`config.mk`:
```
export PLATFORM = sky130hd
export DESIGN_NAME = fhas_queue
export DESIGN_NICKNAME = d
export VERILOG_FILES = /design/src/design/fhas_queue.sv
export SDC_FILE = /design/constraint.sdc
export NUM_CORES = 1
export LEC_CHECK = 0
export ABC_CLOCK_PERIOD_IN_PS = 1600
export BUFFER_PORTS_ARGS = -buffer_cell sky130_fd_sc_hd__clkbuf_2
export CORE_MARGIN = 1.5
export CORE_UTILIZATION = 45
export DETAILED_ROUTE_END_ITERATION = 8
export GPL_TIMING_DRIVEN = 1
export PLACE_DENSITY = 0.71
export SYNTH_ARGS = -nofsm -noshare
export SYNTH_HDL_FRONTEND = slang
export SYNTH_SLANG_ARGS = --single-unit
```
`constraint.sdc`:
```
create_clock -name clk -period 1.6 [get_ports clk]
set_input_delay 0.48 -clock clk [delete_from_list [all_inputs] [get_ports clk]]
set_output_delay 0.48 -clock clk [all_outputs]
set_load 0.1 [all_outputs]
```
`src/design/fhas_queue.sv`:
```
// Two-entry FIFO between the hashing front end and the table back end.
// Depends on nothing but its parameter.
module fhas_queue #(
  parameter int unsigned Width = 8
) (
  input  logic             clk,
  input  logic             rst,
  input  logic             in_valid,
  output logic             in_ready,
  input  logic [Width-1:0] in_data,
  output logic             out_valid,
  input  logic             out_ready,
  output logic [Width-1:0] out_data
);

  logic [Width-1:0] slot [2];
  logic             wptr, rptr;
  logic [1:0]       count;
  logic             push, pop;

  assign in_ready  = (count != 2'd2);
  assign out_valid = (count != 2'd0);
  assign out_data  = slot[rptr];
  assign push      = in_valid && in_ready;
  assign pop       = out_valid && out_ready;

  always_ff @(posedge clk) begin
    if (rst) begin
      wptr  <= 1'b0;
      rptr  <= 1'b0;
      count <= 2'd0;
    end else begin
      if (push) wptr <= ~wptr;
      if (pop)  rptr <= ~rptr;
      count <= count + {1'b0, push} - {1'b0, pop};
    end
    if (push) slot[wptr] <= in_data;
  end

endmodule

```
# ---- Word-level counts from Yosys, hierarchy flattened
# Memories as Yosys holds them, arrays and structs flattened. A register that Yosys moved wholly into a read port is not among the register bits.
# Cells that the tools add are included.
# W data, S select, Z words.
dict set report op_classes {
  add_sub_neg 2
  eq_ne 1
  mux 4
  bitwise 2
  n_reduce_logical 3
}
# op count
set ops {}
lappend ops {{$mux W1} 4}
lappend ops {{$add A2 B1 Y2} 1}
lappend ops {{$logic_and A1 B1 Y1} 2}
lappend ops {{$ne A2 B2 Y1 const B} 1}
lappend ops {{$not A1 Y1} 2}
lappend ops {{$reduce_bool A2 Y1} 1}
lappend ops {{$sub A2 B1 Y2} 1}
dict set report word_totals {
  regBits 4
  mem_bits_rw 16
  in_bits 12
  out_inout_bits 10
  word_cells 16
  memories 1
}
# memory depth width rd rd_ports_with_merged_regs write_ports line
set memory_table {}
lappend memory_table {slot 2 8 1 1 1 16} ;# logic [Width-1:0] slot [2];

# ---- Logic depth before layout (Yosys ltp)
dict set report depth {
  ltp_word 4
  ltp_mapped 8
  depth_no_buf 8
}

# ---- Least setup slack after synthesis
# Ideal clock, no wire load.
dict set report synth_timing {
  kind {register to register}
  startpoint {register count[0]}
  endpoint {register count[1]}
  setup_ns 0.115
  arrival_time_ns 1.778
  required_time_ns 1.485
  path_slack_ns -0.292
  path_stages_with_launch 9
  path_buffers 0
  period_less_slack_ns 1.892
  path_cell_list {dfxtp_1 > nand2b_2 > nand2_2 > ha_1 > inv_1 > ha_1 > xor2_1 > xnor2_1 > nor2_1}
}
dict set report synth_between {
  elab_chain_len 4
  word_cells_on_any_way 6
  cone_classes {add/sub: 2; eq/ne: 1; reduce/logical: 3}
}
# element line
set synth_lines {}
lappend synth_lines {{from (decl)} 18} ;# logic [1:0] count;
lappend synth_lines {{from (signal assigned)} 35} ;# count <= count + {1'b0, push} - {1'b0, pop};
lappend synth_lines {{$ne A2 B2 Y1} 21} ;# assign in_ready = (count != 2'd2);
lappend synth_lines {{net in_ready} 9} ;# output logic in_ready,
lappend synth_lines {{$logic_and A1 B1 Y1} 24} ;# assign push = in_valid && in_ready;
lappend synth_lines {{$add A2 B1 Y2} 35}
lappend synth_lines {{$sub A2 B1 Y2} 35}
# The timed path passes the listed nets, and every way through them passes these cells.
# A chain may end at the register's enable or synchronous reset.

==> results.yml <==
clocking:
  numCtsBuffers: 3
  root_buffer: "clkbuf_4"
  hold_buffers: 0
  cts.sinks: 21
  clk_pin_slew_worst_paths_ps: 110
  clk_latency_ps: 300
  clockBufferDepth: 2
  htree_levels: 1
  cts_tree: "yes"
route:
  wl_met2_microns: 745
  wl_per_cell_microns: 13.3
  wl_met1_microns: 567
  postRouteAntennaNets: 0
  first_iter_violations: 12
  vias_per_cell: 4.67
  top_layer: "met4"
  vias: 486
  dr_wl_met3_microns: 42
  drc: 0
  first_pass_iters: 4
  drt-total-wl_microns: 1380
timing:
  period_share: 1.10
  fmax_mhz: 569
  setup_ws_ps: -156
  worst_pin_slew_ps: 388
  finalHoldViolCount: 0
  finClkSkew_ps: 4.25
  slew-limit-headroom: 0.741
  whs_ps: 361
  setup_viol: 8
  finalCriticalPeriod_ps: 1760
  rsz0062_at_grt: "true"
  finalMaxSlewViolations: 0
synth:
  netlist_area_sq_um: 813
  postSynthCellCount: 49
  ys_warn_count: 0
  synth_fp_nets: 63
  yosysTopAreaCell: "edfxtp_1"
  ys_seq_area_frac: 0.714
  synth_top_area_share: 0.591
  yosys_register_bits: 21
  syn_avg_cell_area_sq_um: 16.6
  synth.top_cells.by_area: "edfxtp_1, dfxtp_1, mux2_1"
  synthDistinctLibCells: 16
worst_hold_path:
  hold_class: "input pin to flip-flop"
  whs_path_depth: 1
floorplanning:
  num_rows: 15
  fp.dieH_microns: 45.5
  die_area_sq_mm: 0.00207
  coreArea_sq_mm: 0.00171
  die_w_microns: 45.5
  initial_core_util: 0.476
  ioPinCount: 22
status:
  status: "finished, violations left"
  violations: "setup timing"
critical_path:
  cp-end-kind: "output pin"
  critPathKind: "flip-flop to output pin"
  worstPathArrival_ps: 1280
  crit_path_start_kind: "flip-flop"
  crit_path_max_fanout: 4
  reg2reg_depth: 8
  worst_ep_required_time_ps: 1120
run:
  maxCapViolations: 0
layout:
  layout_common_cells: "edfxtp_1, clkbuf_2, buf_12, mux2_4, nor2_1"
  antenna_cells: 0
  final_common_cell: "edfxtp_1"
  synthToLayoutAreaGrowth_pct: 55.5
  drive_gt1_frac: 0.646
  nNetsFinal: 94
power_and_ir_drop:
  seqPwrFrac: 0.297
  power_density_mw_per_mm2: 2060
  netSwitchingFraction: 0.439
  totalPowerFinal_w: 0.00261
  p_sw_w: 0.00114
  p_int_w: 0.00146
  pwr-share-comb: 0.607
  p_clk_frac: 0.096
  ir_worst_vdd_v: 0.00140
  leakage_nw: 0.518
placement:
  hpwl_microns: 970
  finalWeightedCongestion: 0.605
  dp_worst_setup_slack_ps: -106
  portBuffers: 21
global_routing:
  antenna_found_initial: 0
  overflow: 0
  grt_max_degree: 13
  grt_pass1_vias: 471
  track_usage: 0.160
  grt_pass1_wl_microns: 2150
==> worst paths after layout <==
kind / end / slack [ps] / startpoint
worst max-delay path: out_data[3] / -160 / flip-flop
worst min-delay path: slot[1][1] / 360 / in_data[1]
worst max register to register: count[1] / 70 / count[0]
worst min register to register: flip-flop / 540 / rptr
==> power by group through the flow <==
stage,sequential (W),combinational (W),clock (W)
6_report,0.000774,0.00158,0.000250
5_1_grt,0.000785,0.00165,0.000281
4_1_cts,0.000762,0.00153,0.000256
3_5_place_dp,0.000755,0.00143,0
3_3_place_gp,0.000750,0.00141,0
2_1_floorplan,0.000741,0.000930,0
==> state kept, by name, summed over array words and instances (netlist names), named ones only <==
register / cells
rptr: 1
wptr: 1
count: 2
slot: 16
==> cells in the mapped netlist <==
cell	instances
mux2_1	8
nor2b_1	2
dfxtp_1	5
nand2_2	1
xnor2_1	2
and3_1	1
xor2_1	1
inv_1	1
edfxtp_1	16
mux2_4	1
o21a_2	1
nand2b_2	1
buf_2	1
nor2_1	5
or2_1	1
ha_1	2
==> metrics by stage <==
step	utilization	cells	cell area [sq um]	setup TNS [ps]
after floorplan	-	49	823	-77.6
after global placement	0.664	98	1130	-0.847
after detailed placement	0.664	98	1130	-106
after CTS	0.717	103	1220	-1280
after global routing	0.741	104	1260	-1690
final	0.741	104	1260	-1210
==> area by class of cell <==
cell class | count | area, sq um
clock buffers | 3 | 22.5
multi-input cells | 26 | 305
repair buffers | 27 | 308
fillers | 104 | 443
well taps | 25 | 31.3
clock inverters | 1 | 5.00
flip-flops and latches | 21 | 589
inverters | 1 | 3.75
==> worst max-delay path, cell delays in order (launching register included) <==
cell and delay, ps:
dfxtp_2 360, buf_6 120, mux2_4 320, buf_12 170
==> routing by layer <==
layer,vias to the layer above,global-route usage
li1,236,-
met1,234,0.176
met2,12,0.265
met3,4,0.0476
met4,0,0.106
met5,-,0
==> kinds of logic after synthesis <==
group,count (synthesis),share of synthesized area
compound gates,1,0.0108
xor+xnor,3,0.0323
fa+ha+maj,2,0.0308
buf+inv,2,0.0108
flops,21,0.714
mux,9,0.129
simple gates,11,0.0723
==> timing repair <==
action / in CTS / in global routing
pin swaps: 2 / 7
setup endpoints to repair: 10 / 10
endpoints found under the hold margin: 0 / 0
setup buffers: 1 / 1
gates resized for setup: 17 / 5
No activity file was read; power rests on OpenSTA's default activity.
