[config.mk]
export PLATFORM = sky130hd
export DESIGN_NAME = fhas_front
export DESIGN_NICKNAME = d
export VERILOG_FILES = /design/src/design/fhas_pkg.sv /design/src/design/fhas_front.sv
export SDC_FILE = /design/constraint.sdc
export NUM_CORES = 1
export LEC_CHECK = 0
export ABC_AREA = 0
export BUFFER_PORTS_ARGS = -buffer_cell sky130_fd_sc_hd__clkbuf_2
export CAP_MARGIN = 25
export CORE_UTILIZATION = 45
export CTS_CLUSTER_SIZE = 14
export DETAILED_ROUTE_END_ITERATION = 6
export GPL_TIMING_DRIVEN = 0
export PLACE_DENSITY_LB_ADDON = 0.25
export RECOVER_POWER = 100
export SYNTH_ARGS = -nofsm -noshare
export SYNTH_HDL_FRONTEND = slang
export SYNTH_SLANG_ARGS = --single-unit
[constraint.sdc]
create_clock -name clk -period 6.83 [get_ports clk]
set_input_delay 0.683 -clock clk [delete_from_list [all_inputs] [get_ports clk]]
set_output_delay 0.683 -clock clk [all_outputs]
set_load 0.01 [all_outputs]
[src/design/fhas_pkg.sv]
// Package for the hashed address set: constants, types and state encodings.
// Used by the top level, fhas_front and fhas_back; depends on nothing.
package fhas_pkg;

  localparam int unsigned TableSizeDefault = 1024;
  localparam logic [63:0] FnvOffset = 64'hcbf29ce484222325;
  localparam logic [63:0] FnvPrime  = 64'h00000100000001b3;
  localparam int unsigned KeyBytes  = 8;

  typedef enum logic {
    OP_LOOKUP = 1'b0,
    OP_INSERT = 1'b1
  } op_t;

  typedef enum logic [2:0] {
    ST_CLEAR,
    ST_IDLE,
    ST_HEAD,
    ST_INS,
    ST_READ,
    ST_CHECK,
    ST_DONE
  } back_state_t;

  typedef enum logic [1:0] {
    FS_IDLE,
    FS_HASH,
    FS_PUSH
  } front_state_t;

  // One 8-bit FNV-1a round, xor-then-multiply, kept to 64 bits.
  // The prime is 2^40 + 0x1b3, so the product is a sum of shifted copies.
  function automatic logic [63:0] fnv_round(input logic [63:0] h, input logic [7:0] b);
    logic [63:0] x;
    x = h ^ {56'd0, b};
    return (x << 40) + (x << 8) + (x << 7) + (x << 5) + (x << 4) + (x << 1) + x;
  endfunction

endpackage

[src/design/fhas_front.sv]
// Front end: accepts items and computes the FNV-1a bucket index one byte per cycle.
// Depends on fhas_pkg; feeds a queue toward the back end.
module fhas_front
  import fhas_pkg::*;
#(
  parameter int unsigned TableSize = TableSizeDefault
) (
  input  logic                         clk,
  input  logic                         rst,
  input  logic                         in_valid,
  output logic                         in_ready,
  input  logic                         in_op,
  input  logic [63:0]                  in_key,
  output logic                         q_valid,
  input  logic                         q_ready,
  output logic [$clog2(TableSize)+64:0] q_data
);

  localparam int unsigned Aw = $clog2(TableSize);

  front_state_t state, state_next;
  logic [63:0] hash;
  logic [63:0] key;
  logic        op;
  logic [2:0]  byte_idx;

  // next state
  always_comb begin
    state_next = state;
    case (state)
      FS_IDLE: if (in_valid) state_next = FS_HASH;
      FS_HASH: if (byte_idx == 3'(KeyBytes - 1)) state_next = FS_PUSH;
      FS_PUSH: if (q_ready) state_next = FS_IDLE;
      default: state_next = FS_IDLE;
    endcase
  end

  // outputs
  always_comb begin
    in_ready = (state == FS_IDLE);
    q_valid  = (state == FS_PUSH);
  end

  // TableSize must be a power of two (the block does not check it), so the modulo is the low bits of the hash
  assign q_data = {hash[Aw-1:0], key, op};

  always_ff @(posedge clk) begin
    if (rst) begin
      state <= FS_IDLE;
    end else begin
      state <= state_next;
    end
    case (state)
      FS_IDLE: begin
        key      <= in_key;
        op       <= in_op;
        hash     <= FnvOffset;
        byte_idx <= 3'd0;
      end
      FS_HASH: begin
        hash     <= fnv_round(hash, key[8*byte_idx +: 8]);
        byte_idx <= byte_idx + 3'd1;
      end
      default: ;
    endcase
  end

endmodule

; ---- Yosys cells after proc, flatten, opt, wreduce, memory -nomap -nowiden
; Cells that the tools add are included.
; Widths: inputs -> output; s select.
[classes]
addsub = 7
mul = 0
div = 0
order_cmp = 0
eq_ne = 6
shifts = 1
n_mux = 6
n_bitwise = 1
n_reduce_logical = 3
[ops]
columns = cell, n
row1 = $add 64x64->64, 6
row2 = $pmux 64 s2, 1
row3 = $shiftx 64x7->8, 1
row4 = $xor 64x8->64, 1
row5 = $mux 2, 3
row6 = $pmux 2 s3, 1
row7 = $pmux 3 s2, 1
row8 = $ne 2x2->1 const B, 2
row9 = $add 3x1->3 const B, 1
row10 = $eq 3x3->1 const B, 1
row11 = $reduce_and 3->1, 1
row12 = $eq 2x1->1 const B, 1
row13 = $eq 2x2->1 const B, 1
row14 = $logic_not 2->1, 1
row15 = $ne 2x1->1 const B, 1
row16 = $reduce_bool 2->1, 1
[totals]
regBits = 134
latch_bits = 0
ramBits = 0
mem_bits_ro = 0
input_bits = 69
output_inout_bits = 77
n_memories = 0

; ---- Longest topological paths before layout
; Gate-level depths: netlist of run 1.
[logic_depth]
depth_word = 9
depth_mapped = 22
mapped_depth_nobuf = 20

; ---- Worst setup path after synthesis of run 1
; No wires, ideal clock.
[synth_path]
path_kind = reg2reg
start = register byte_idx[0]
end = register hash[9] (data pin)
setup_time_ns = 0.265
t_arrival_ns = 4.811
setup_slack_ns = 1.754
path_stages_with_launch = 22
period_less_slack_ns = 5.076
path_cell_list = edfxtp_1 -> buf_6 -> buf_1 -> mux4_2 -> mux2i_1 -> xnor2_1 -> inv_1 -> fa_1 -> fa_1 -> inv_1 -> ha_1 -> ha_1 -> ha_1 -> inv_1 -> fa_1 -> inv_1 -> a21o_1 -> a21oi_1 -> xnor2_1 -> xnor2_1 -> xnor3_1 -> nand2_1
[synth_between]
elab_chain_len = 9
[synth_lines]
columns = item, line_no
row1 = start: declaration, fhas_front.sv:25  ; logic [2:0] byte_idx;
row2 = start signal: assignment, fhas_front.sv:62  ; byte_idx <= byte_idx + 3'd1;
row3 = $shiftx 64x7->8 (*), fhas_front.sv:61  ; hash <= fnv_round(hash, key[8*byte_idx +: 8]);
row4 = $xor 64x8->64 (*), fhas_pkg.sv:35  ; x = h ^ {56'd0, b};
row5 = $add 64x64->64 (5 in a row), fhas_pkg.sv:36  ; return (x << 40) + (x << 8) + (x << 7) + (x << 5) + (x << 4) + (x << 1) + x;
row6 = $add 64x64->64 (*), fhas_pkg.sv:36
row7 = $pmux 64 s2 (*), fhas_front.sv:53  ; case (state)
row8 = end signal: assignment, fhas_front.sv:57  ; hash <= FnvOffset;
row9 = end signal: assignment, fhas_front.sv:61
row10 = end: declaration, fhas_front.sv:22  ; logic [63:0] hash;
; Every way passes the cells marked *; elsewhere a longest branch is shown, timed or not.
; A chain may end at the register's enable or synchronous reset.

; ---- Worst setup path in the final report of run 1
[layout_path]
start = register byte_idx[1]
end = register hash[9] (data pin)
; The elaborated chain is that of the path after synthesis.

==> impl_summary.log, run 1 <==
INFO  metric critical_path.startpoint_type = flop
INFO  metric cts-buffers-inserted = 9
INFO  metric post_cts.repair.setup_buffers = 0
INFO  metric fillerInstances = 721
INFO  metric syn-cell-area = 3890 µm²
INFO  metric clockRootBuffer = clkbuf_8
INFO  metric holdWs = 0.504 ns
INFO  metric critPathRequiredTime = 6.92 ns
INFO  metric num_antenna_cells = 0
INFO  metric htree_levels = 3
INFO  metric sink_count = 80
INFO  metric yosys.area.top_type = edfxtp_1
INFO  metric timing.rr.start = byte_idx[1]
INFO  metric place_worst_setup_slack = 1.11 ns
INFO  metric hold_violations = 0
INFO  metric globalplace.congestion = 0.764
INFO  metric final_nets = 494
INFO  metric dieHeight = ~95 µm
INFO  metric cpMostUsedCell = inv_1
INFO  metric end_kind = flop
INFO  metric max_clock_freq = 169 MHz
INFO  metric final_cell_area = 4850 µm²
INFO  metric numPortBuffers = 145
INFO  metric final.setup.worst_slack = between 0.9 and 1 ns
INFO  metric period_needed = around 5.9 ns
INFO  metric drive_gt1_share = approximately a quarter
INFO  metric post_drt_wl_per_cell = 15.6 µm
INFO  metric initial_utilization = 46.9%
INFO  metric vias_per_cell = 4.89
INFO  metric worst_ir_drop_vdd = 0.356 mV
INFO  metric max_slew.worst_pin.slew = 2.21 ns
INFO  metric maxSlewHeadroom = -48.0%
INFO  metric violations = max-capacitance violations, max-slew violations
INFO  metric synth_fp_nets = 337
INFO  metric placedCellCount = 484
INFO  metric coreArea = 8300 µm²
INFO  metric arrival = 6.00 ns
INFO  metric clk_latency = 0.34 ns
INFO  metric final.setup.tns = 0 ns
INFO  metric ff2ff_setup_slack = 0.92 ns
INFO  metric worst-r2r-cell-count = 21
INFO  metric postLayoutCoreUtil = 58.4%
INFO  metric post_cts_resize_count = 0
INFO  metric synth_seq_area_share = about three fifths
INFO  metric globalRoute.totalOverflow = 0
INFO  metric place_area = roughly 4800 µm²
INFO  metric route.antenna.remaining_nets = 0
INFO  metric holdCritPathClass = in2reg
INFO  metric ys_warn_count = 0
INFO  metric floorplan.io_pins = roughly 150
INFO  metric grt_pass1_vias = 2468
INFO  metric worstReg2RegEnd = hash[9]
INFO  metric route.vias.total = 2445
INFO  metric hold-path-cell-count = 2
INFO  metric place_hpwl = 6090 µm
INFO  metric p_leak = 1.99 nW
INFO  metric clk_pin_slew_worst_paths = 0.09 ns
INFO  metric die_width = 95.0 µm
INFO  metric max_cap_violations = 2
INFO  metric cpMaxStageDelayCell = clkbuf_1
INFO  metric floorplan.rows = 33
INFO  metric rsz0062_at_grt = false
INFO  metric final_count_of_negative_setup_slack_endpoints = 0
INFO  metric drt_pre_antenna_iters = 4
INFO  metric maxSlewViolCount = a little under 70
INFO  metric total_routed_length = 7820 µm
INFO  metric drt-initial-drc-count = 91
INFO  metric cellPowerDensity = 493 nW/µm²
INFO  metric critical-path-max-stage-delay = between 0.5 and 0.6 ns
INFO  metric drc_errors = 0
INFO  metric path_max_fanout = 10
INFO  metric maximum_number_of_pins_on_one_net_before_global_route_repair = 39
INFO  metric run_status = finished with violations
INFO  metric netlist_instances = 233
INFO  metric tritoncts = yes
INFO  metric path_class = reg2reg
INFO  metric synthTopCellsByArea = edfxtp_1 60%, ha_1 8.0%, mux4_2 6.4%
INFO  metric grt.total_usage = 18.5%
INFO  metric clockBufferDepth = 2
INFO  metric worst_hold_startpoint = rst
INFO  metric synth_top_cell_area_share = 60.2%
INFO  metric syn2layout_area_growth = 24.6%
INFO  metric critical_path.cell_chain = clkbuf_1, clkbuf_1, mux4_2, xor2_1, inv_1, fa_1, inv_1, fa_1, inv_1, ha_1, ha_1, ha_1, inv_1, fa_1, inv_1, a21o_1, a21oi_1, xnor2_1, xnor2_1, xnor3_1, nand2_1
INFO  metric fin_crit_sh = 86.5%
INFO  metric fin_skew = between 0.01 and 0.015 ns
INFO  metric syn_avg_cell_area = 16.7 µm²
INFO  metric postSynthRegisterBits = 80
INFO  metric antenna_found_initial = 0
INFO  metric fin_cells = 500
INFO  metric cts_hold_repair.buffers = 0
INFO  metric fp.dieArea = 9020 µm²
INFO  metric synth.distinct_cells = 30
INFO  metric first_pass_grt_wire_length = 12000 µm
INFO  metric hold_path_end = state[1]
INFO  metric power.total = ~2.4 mW
[flip-flops by register name (all words and copies together) (netlist names)]
signal,count
op,1
byte_idx,3
hash,10
state,2
key,64
[cells in the mapped netlist]
cell,n
buf_6,1
xor2_2,2
xnor2_1,13
mux4_1,2
nand3b_1,2
edfxtp_1,78
nor3_1,1
nand2_1,5
nor2b_1,1
xor2_1,6
buf_4,1
and2_1,5
nand2b_1,2
mux2i_2,1
dfxtp_1,2
ha_1,25
fa_1,10
mux2i_1,14
xnor3_1,1
a21o_1,2
buf_2,2
a22oi_1,1
clkbuf_1,1
mux4_2,11
buf_1,2
inv_1,28
nor2_1,8
nand4_1,1
nand3_1,1
a21oi_1,4
[report_power, final]
part           internal, mW  switching (mW)
sequential            0.621          0.0313
clock                 0.168           0.174
combinational         0.712           0.680
total                  1.50           0.886
[layer usage]
metal	share of wire, %	GRT usage [%]	wire length, µm
met1	40	22.0	3120
met2	53	32.9	4170
met3	5.7	4.75	449
met4	0.97	5.56	76
met5	0	0	0
[how the worst max path moves through the flow]
stage                startpoint  endpoint  slack (ns)  cells past startpoint
floorplan           byte_idx[0]   hash[9]        1.75                     21
global placement    byte_idx[1]   hash[9]        1.20                     22
detailed placement  byte_idx[1]   hash[9]        1.11                     22
CTS                 byte_idx[1]   hash[9]        1.07                     22
global route        byte_idx[1]   hash[9]        0.43                     22
finish              byte_idx[1]   hash[9]        0.92                     21
[layout make-up]
type / count / area (µm²) / share of cell area [%]
Buffer: 7 / 38.8 / 0.800
Clock buffer: 9 / 124 / 2.56
Clock inverter: 7 / 70.1 / 1.45
Inverter: 28 / 105 / 2.17
Multi-Input combinational cell: 118 / 1360 / 28.1
Sequential cell: 80 / 2380 / 49.2
Tap cell: 105 / 131 / 2.71
Timing Repair Buffer: 146 / 633 / 13.1
[cell families after synthesis]
group / after synthesis / share of synthesized area, %
buffers and inverters: 35 / 3.73
DFF: 80 / 61.3
adders and majority gates: 35 / 13.2
xor gates and xnor gates: 22 / 5.69
AOI/OAI and AO/OA: 7 / 1.09
and+or+nand+nor: 26 / 3.35
muxes: 28 / 11.7
[placed cells by master (no fill, tap or decap), types with 3 or more instances in the layout]
cell / count
ha_1: 25
xnor2_1: 13
a21oi_1: 4
fa_1: 10
clkbuf_8: 9
clkbuf_1: 82
and2_0: 3
mux4_2: 11
xor2_1: 6
nand2_1: 5
clkbuf_2: 68
nor2_1: 8
inv_1: 28
edfxtp_1: 78
mux2i_1: 14
[worst max-delay path, delay by kind of cell, from the launching register on]
kind                       cells  cell delay [ns]
adders and majority gates      6             2.03
buffers and inverters          7             1.36
xor gates and xnor gates       4             1.02
muxes                          1             0.44
AOI/OAI and AO/OA              2             0.41
DFF                            1             0.35
and+or+nand+nor                1             0.05
Note: power is estimated with default switching activity, not from simulation.
==> inputs of run 2 (changes only) <==
--- a/config.mk
+++ b/config.mk
@@ -5,7 +5,7 @@
 export SDC_FILE = /design/constraint.sdc
 export NUM_CORES = 1
 export LEC_CHECK = 0
-export ABC_AREA = 0
+export ABC_AREA = 1
 export BUFFER_PORTS_ARGS = -buffer_cell sky130_fd_sc_hd__clkbuf_2
 export CAP_MARGIN = 25
 export CORE_UTILIZATION = 45
==> run 2 against run 1 <==
The run still ends with max-capacitance violations, max-slew violations left. Sequential power is 1% lower. Synthesized cell count is 76% higher. Global-route usage is 1.2 points higher. Die area is 9.3% higher. Design area is 7.5% higher. Area after synthesis is 9.5% higher. Clock power is 4% lower. Final cell count is 37% higher. Clock skew is 0.00053 ns higher. Power is 6.8% lower. Critical path depth is 7 higher. Largest power group unchanged. Highest routed layer unchanged.
==> impl_summary.log, run 2 <==
INFO  metric drive_gt1_share = 19.2% (was 25.1%)
INFO  metric clk_pin_slew_worst_paths = 0.09 ns (about the same)
INFO  metric clockBufferDepth = 2 (unchanged)
INFO  metric route.vias.total = 3314 (was 2445)
INFO  metric ff2ff_setup_slack = 1.17 ns (was 0.92 ns)
INFO  metric num_antenna_cells = 0 (unchanged)
INFO  metric maxSlewViolCount = 22 (was 69)
INFO  metric postSynthRegisterBits = 80 (unchanged)
INFO  metric route.antenna.remaining_nets = 0 (unchanged)
INFO  metric synth_top_cell_area_share = 55.0% (was 60.2%)
INFO  metric worst_ir_drop_vdd = 0.345 mV (was 0.356 mV)
INFO  metric rsz0062_at_grt = false (unchanged)
INFO  metric max_slew.worst_pin.slew = 1.63 ns (was 2.21 ns)
INFO  metric cpMostUsedCell = nand2_1 (was inv_1)
INFO  metric synth-async-reset-ratio = 0% (unchanged)
INFO  metric final_count_of_negative_setup_slack_endpoints = 0 (unchanged)
INFO  metric most_common_cell_after_layout_fill_and_taps_aside = nand2_1 (was clkbuf_1)
INFO  metric final.setup.tns = 0 ns (unchanged)
INFO  metric syn2layout_area_growth = 22.3% (was 24.6%)
INFO  metric arrival = 5.76 ns (was 6.00 ns)
INFO  metric top_regs = key (64), hash (10), byte_idx (3) (unchanged)
INFO  metric synth-edff-count = 78 (unchanged)
INFO  metric sink_count = 80 (unchanged)
INFO  metric cellPowerDensity = 427 nW/µm² (was 493 nW/µm²)
INFO  metric holdCritPathClass = in2reg (unchanged)
INFO  metric cts-buffers-inserted = 9 (unchanged)
INFO  metric synth_seq_area_share = 56.0% (was 61.3%)
INFO  metric htree_levels = 3 (unchanged)
INFO  metric grt_pass1_vias = 3224 (was 2468)
INFO  metric maxSlewHeadroom = -9.01% (was -48.0%)
INFO  metric yosys.area.top_type = edfxtp_1 (unchanged)
INFO  metric synth.distinct_cells = 29 (was 30)
INFO  metric regMostFlops = key (unchanged)
INFO  metric globalplace.congestion = 0.811 (was 0.764)
INFO  metric yosysMostFrequentCell = nand2_1 (was edfxtp_1)
INFO  metric max_clock_freq = 177 MHz (was 169 MHz)
INFO  metric hold_violations = 0 (unchanged)
INFO  metric die_width = 99.3 µm (was 95.0 µm)
INFO  metric numPortBuffers = 145 (unchanged)
INFO  metric max_cap_violations = 1 (was 2)
INFO  metric fin_crit_sh = 82.9% (was 86.5%)
INFO  metric synth_fp_nets = 514 (was 337)
INFO  metric drt-initial-drc-count = 95 (was 91)
INFO  metric cts_hold_repair.buffers = 0 (unchanged)
INFO  metric fin_skew = 0.0124 ns (was 0.0119 ns)
INFO  metric period_needed = 5.66 ns (was 5.91 ns)
INFO  metric clockRootBuffer = clkbuf_8 (unchanged)
INFO  metric path_max_fanout = 10 (unchanged)
INFO  metric fp.dieArea = 9850 µm² (was 9020 µm²)
INFO  metric initial_utilization = 46.3% (was 46.9%)
INFO  metric critical_path.startpoint_type = flop (unchanged)
INFO  metric tritoncts = yes (unchanged)
INFO  metric coreArea = 9200 µm² (was 8300 µm²)
INFO  metric synth_top_cells_by_count = 94 x nand2_1, 78 x edfxtp_1, 67 x inv_1 (was 78 x edfxtp_1, 28 x inv_1, 25 x ha_1)
INFO  metric syn_avg_cell_area = 10.4 µm² (was 16.7 µm²)
INFO  metric synth_top_flop_cell = edfxtp_1 (unchanged)
INFO  metric netlist_instances = 410 (was 233)
INFO  metric final_nets = 672 (was 494)
INFO  metric run_status = finished with violations (unchanged)
INFO  metric place_area = 5180 µm² (was 4770 µm²)
INFO  metric drt_pre_antenna_iters = 4 (unchanged)
INFO  metric total_routed_length = 9130 µm (was 7820 µm)
INFO  metric final_cell_area = 5210 µm² (was 4850 µm²)
INFO  metric syn-cell-area = 4260 µm² (was 3890 µm²)
INFO  metric violations = max-capacitance violations, max-slew violations (unchanged)
INFO  metric end_kind = flop (unchanged)
INFO  metric antenna_found_initial = 0 (unchanged)
INFO  metric ys_warn_count = 0 (unchanged)
INFO  metric floorplan.io_pins = 146 (unchanged)
INFO  metric place_hpwl = 7410 µm (was 6090 µm)
INFO  metric first_pass_grt_wire_length = 14700 µm (was 12000 µm)
INFO  metric post_cts_resize_count = 0 (unchanged)
INFO  metric post_drt_wl_per_cell = 13.3 µm (was 15.6 µm)
INFO  metric clk_latency = 0.36 ns (was 0.34 ns)
INFO  metric path_class = reg2reg (unchanged)
INFO  metric drc_errors = 0 (unchanged)
INFO  metric dieHeight = 99.3 µm (was 95.0 µm)
INFO  metric maximum_number_of_pins_on_one_net_before_global_route_repair = 25 (was 39)
INFO  metric grt.total_usage = 19.7% (was 18.5%)
INFO  metric globalRoute.totalOverflow = 0 (unchanged)
INFO  metric synthTopCellsByArea = edfxtp_1 55%, nand2_1 8.3%, ha_1 7.3% (was edfxtp_1 60%, ha_1 8.0%, mux4_2 6.4%)
INFO  metric post_cts.repair.setup_buffers = 0 (unchanged)
INFO  metric vias_per_cell = 4.85 (was 4.89)
INFO  metric holdWs = 0.483 ns (was 0.504 ns)
INFO  metric critPathRequiredTime = 6.92 ns (about the same)
INFO  metric critical-path-max-stage-delay = 0.59 ns (was 0.58 ns)
INFO  metric floorplan.rows = 35 (was 33)
INFO  metric cpMaxStageDelayCell = fa_1 (was clkbuf_1)
INFO  metric most-common-layout-cells = 94 x nand2_1, 82 x clkbuf_1, 78 x edfxtp_1 (was 82 x clkbuf_1, 78 x edfxtp_1, 68 x clkbuf_2)
INFO  metric largest_register_ffs = 64 (unchanged)
INFO  metric postLayoutCoreUtil = 56.6% (was 58.4%)
INFO  metric p_leak = 2.45 nW (was 1.99 nW)
run 2: final timing paths:
check              startpoint  endpoint  cells after the start
setup / recovery  byte_idx[1]   hash[9]                     28
hold / removal            rst  state[1]                      2
setup reg to reg  byte_idx[1]   hash[9]                     28
hold reg to reg      state[1]  state[0]                      1
run 2: report_power, final:
part | switching, mW | internal (mW)
sequential | 0.0311 | 0.613
clock | 0.189 | 0.140
combinational | 0.732 | 0.520
run 2: logic make-up (layout without fill, tap and decap cells):
logic type / Yosys count / in the layout / synth area share [%]
xor gates and xnor gates: 7 / 7 / 1.44
adders and majority gates: 35 / 35 / 12.1
buffers and inverters: 81 / 244 / 8.58
and+or+nand+nor: 177 / 177 / 17.9
DFF: 80 / 80 / 56.0
AOI/OAI and AO/OA: 30 / 30 / 4.03
run 2: metrics by stage:
| stage | std cells | total power, mW | setup slack (ns) |
|---|---|---|---|
| floorplan | 410 | 1.63 | 2.06 |
| global placement | 666 | 1.87 | 1.55 |
| detailed placement | 668 | 1.94 | 1.40 |
| CTS | 684 | 2.27 | 1.38 |
| global route | 684 | 2.52 | 0.669 |
| finish | 684 | 2.22 | 1.17 |
run 2: cell type report:
class / instances / area (µm²)
clock inverters: 7 / 60.1
clock buffers: 9 / 124
inverters: 69 / 264
well taps: 111 / 139
flip-flops and latches: 80 / 2380
multi-input cells: 249 / 1510
repair buffers: 147 / 636
plain buffers: 12 / 93.8
fillers: 844 / 3990
run 2: critical path: cells and delay by family (launching register included):
family                   cells  cell delay, ns
flip-flops                   1            0.35
buffers and inverters        7            1.14
AND/OR/NAND/NOR             13            0.99
adder cells (fa/ha/maj)      5            2.21
AO/OA/AOI/OAI                2            0.41
XOR/XNOR                     1            0.31
run 2: routing by layer:
metal	vias to the layer above	wire length [µm]	GRT usage (%)
met3	15	731	6.11
li1	1659	-	-
met4	0	201	9.16
met2	119	4480	32.1
met1	1521	3710	24.1
met5	-	0	0
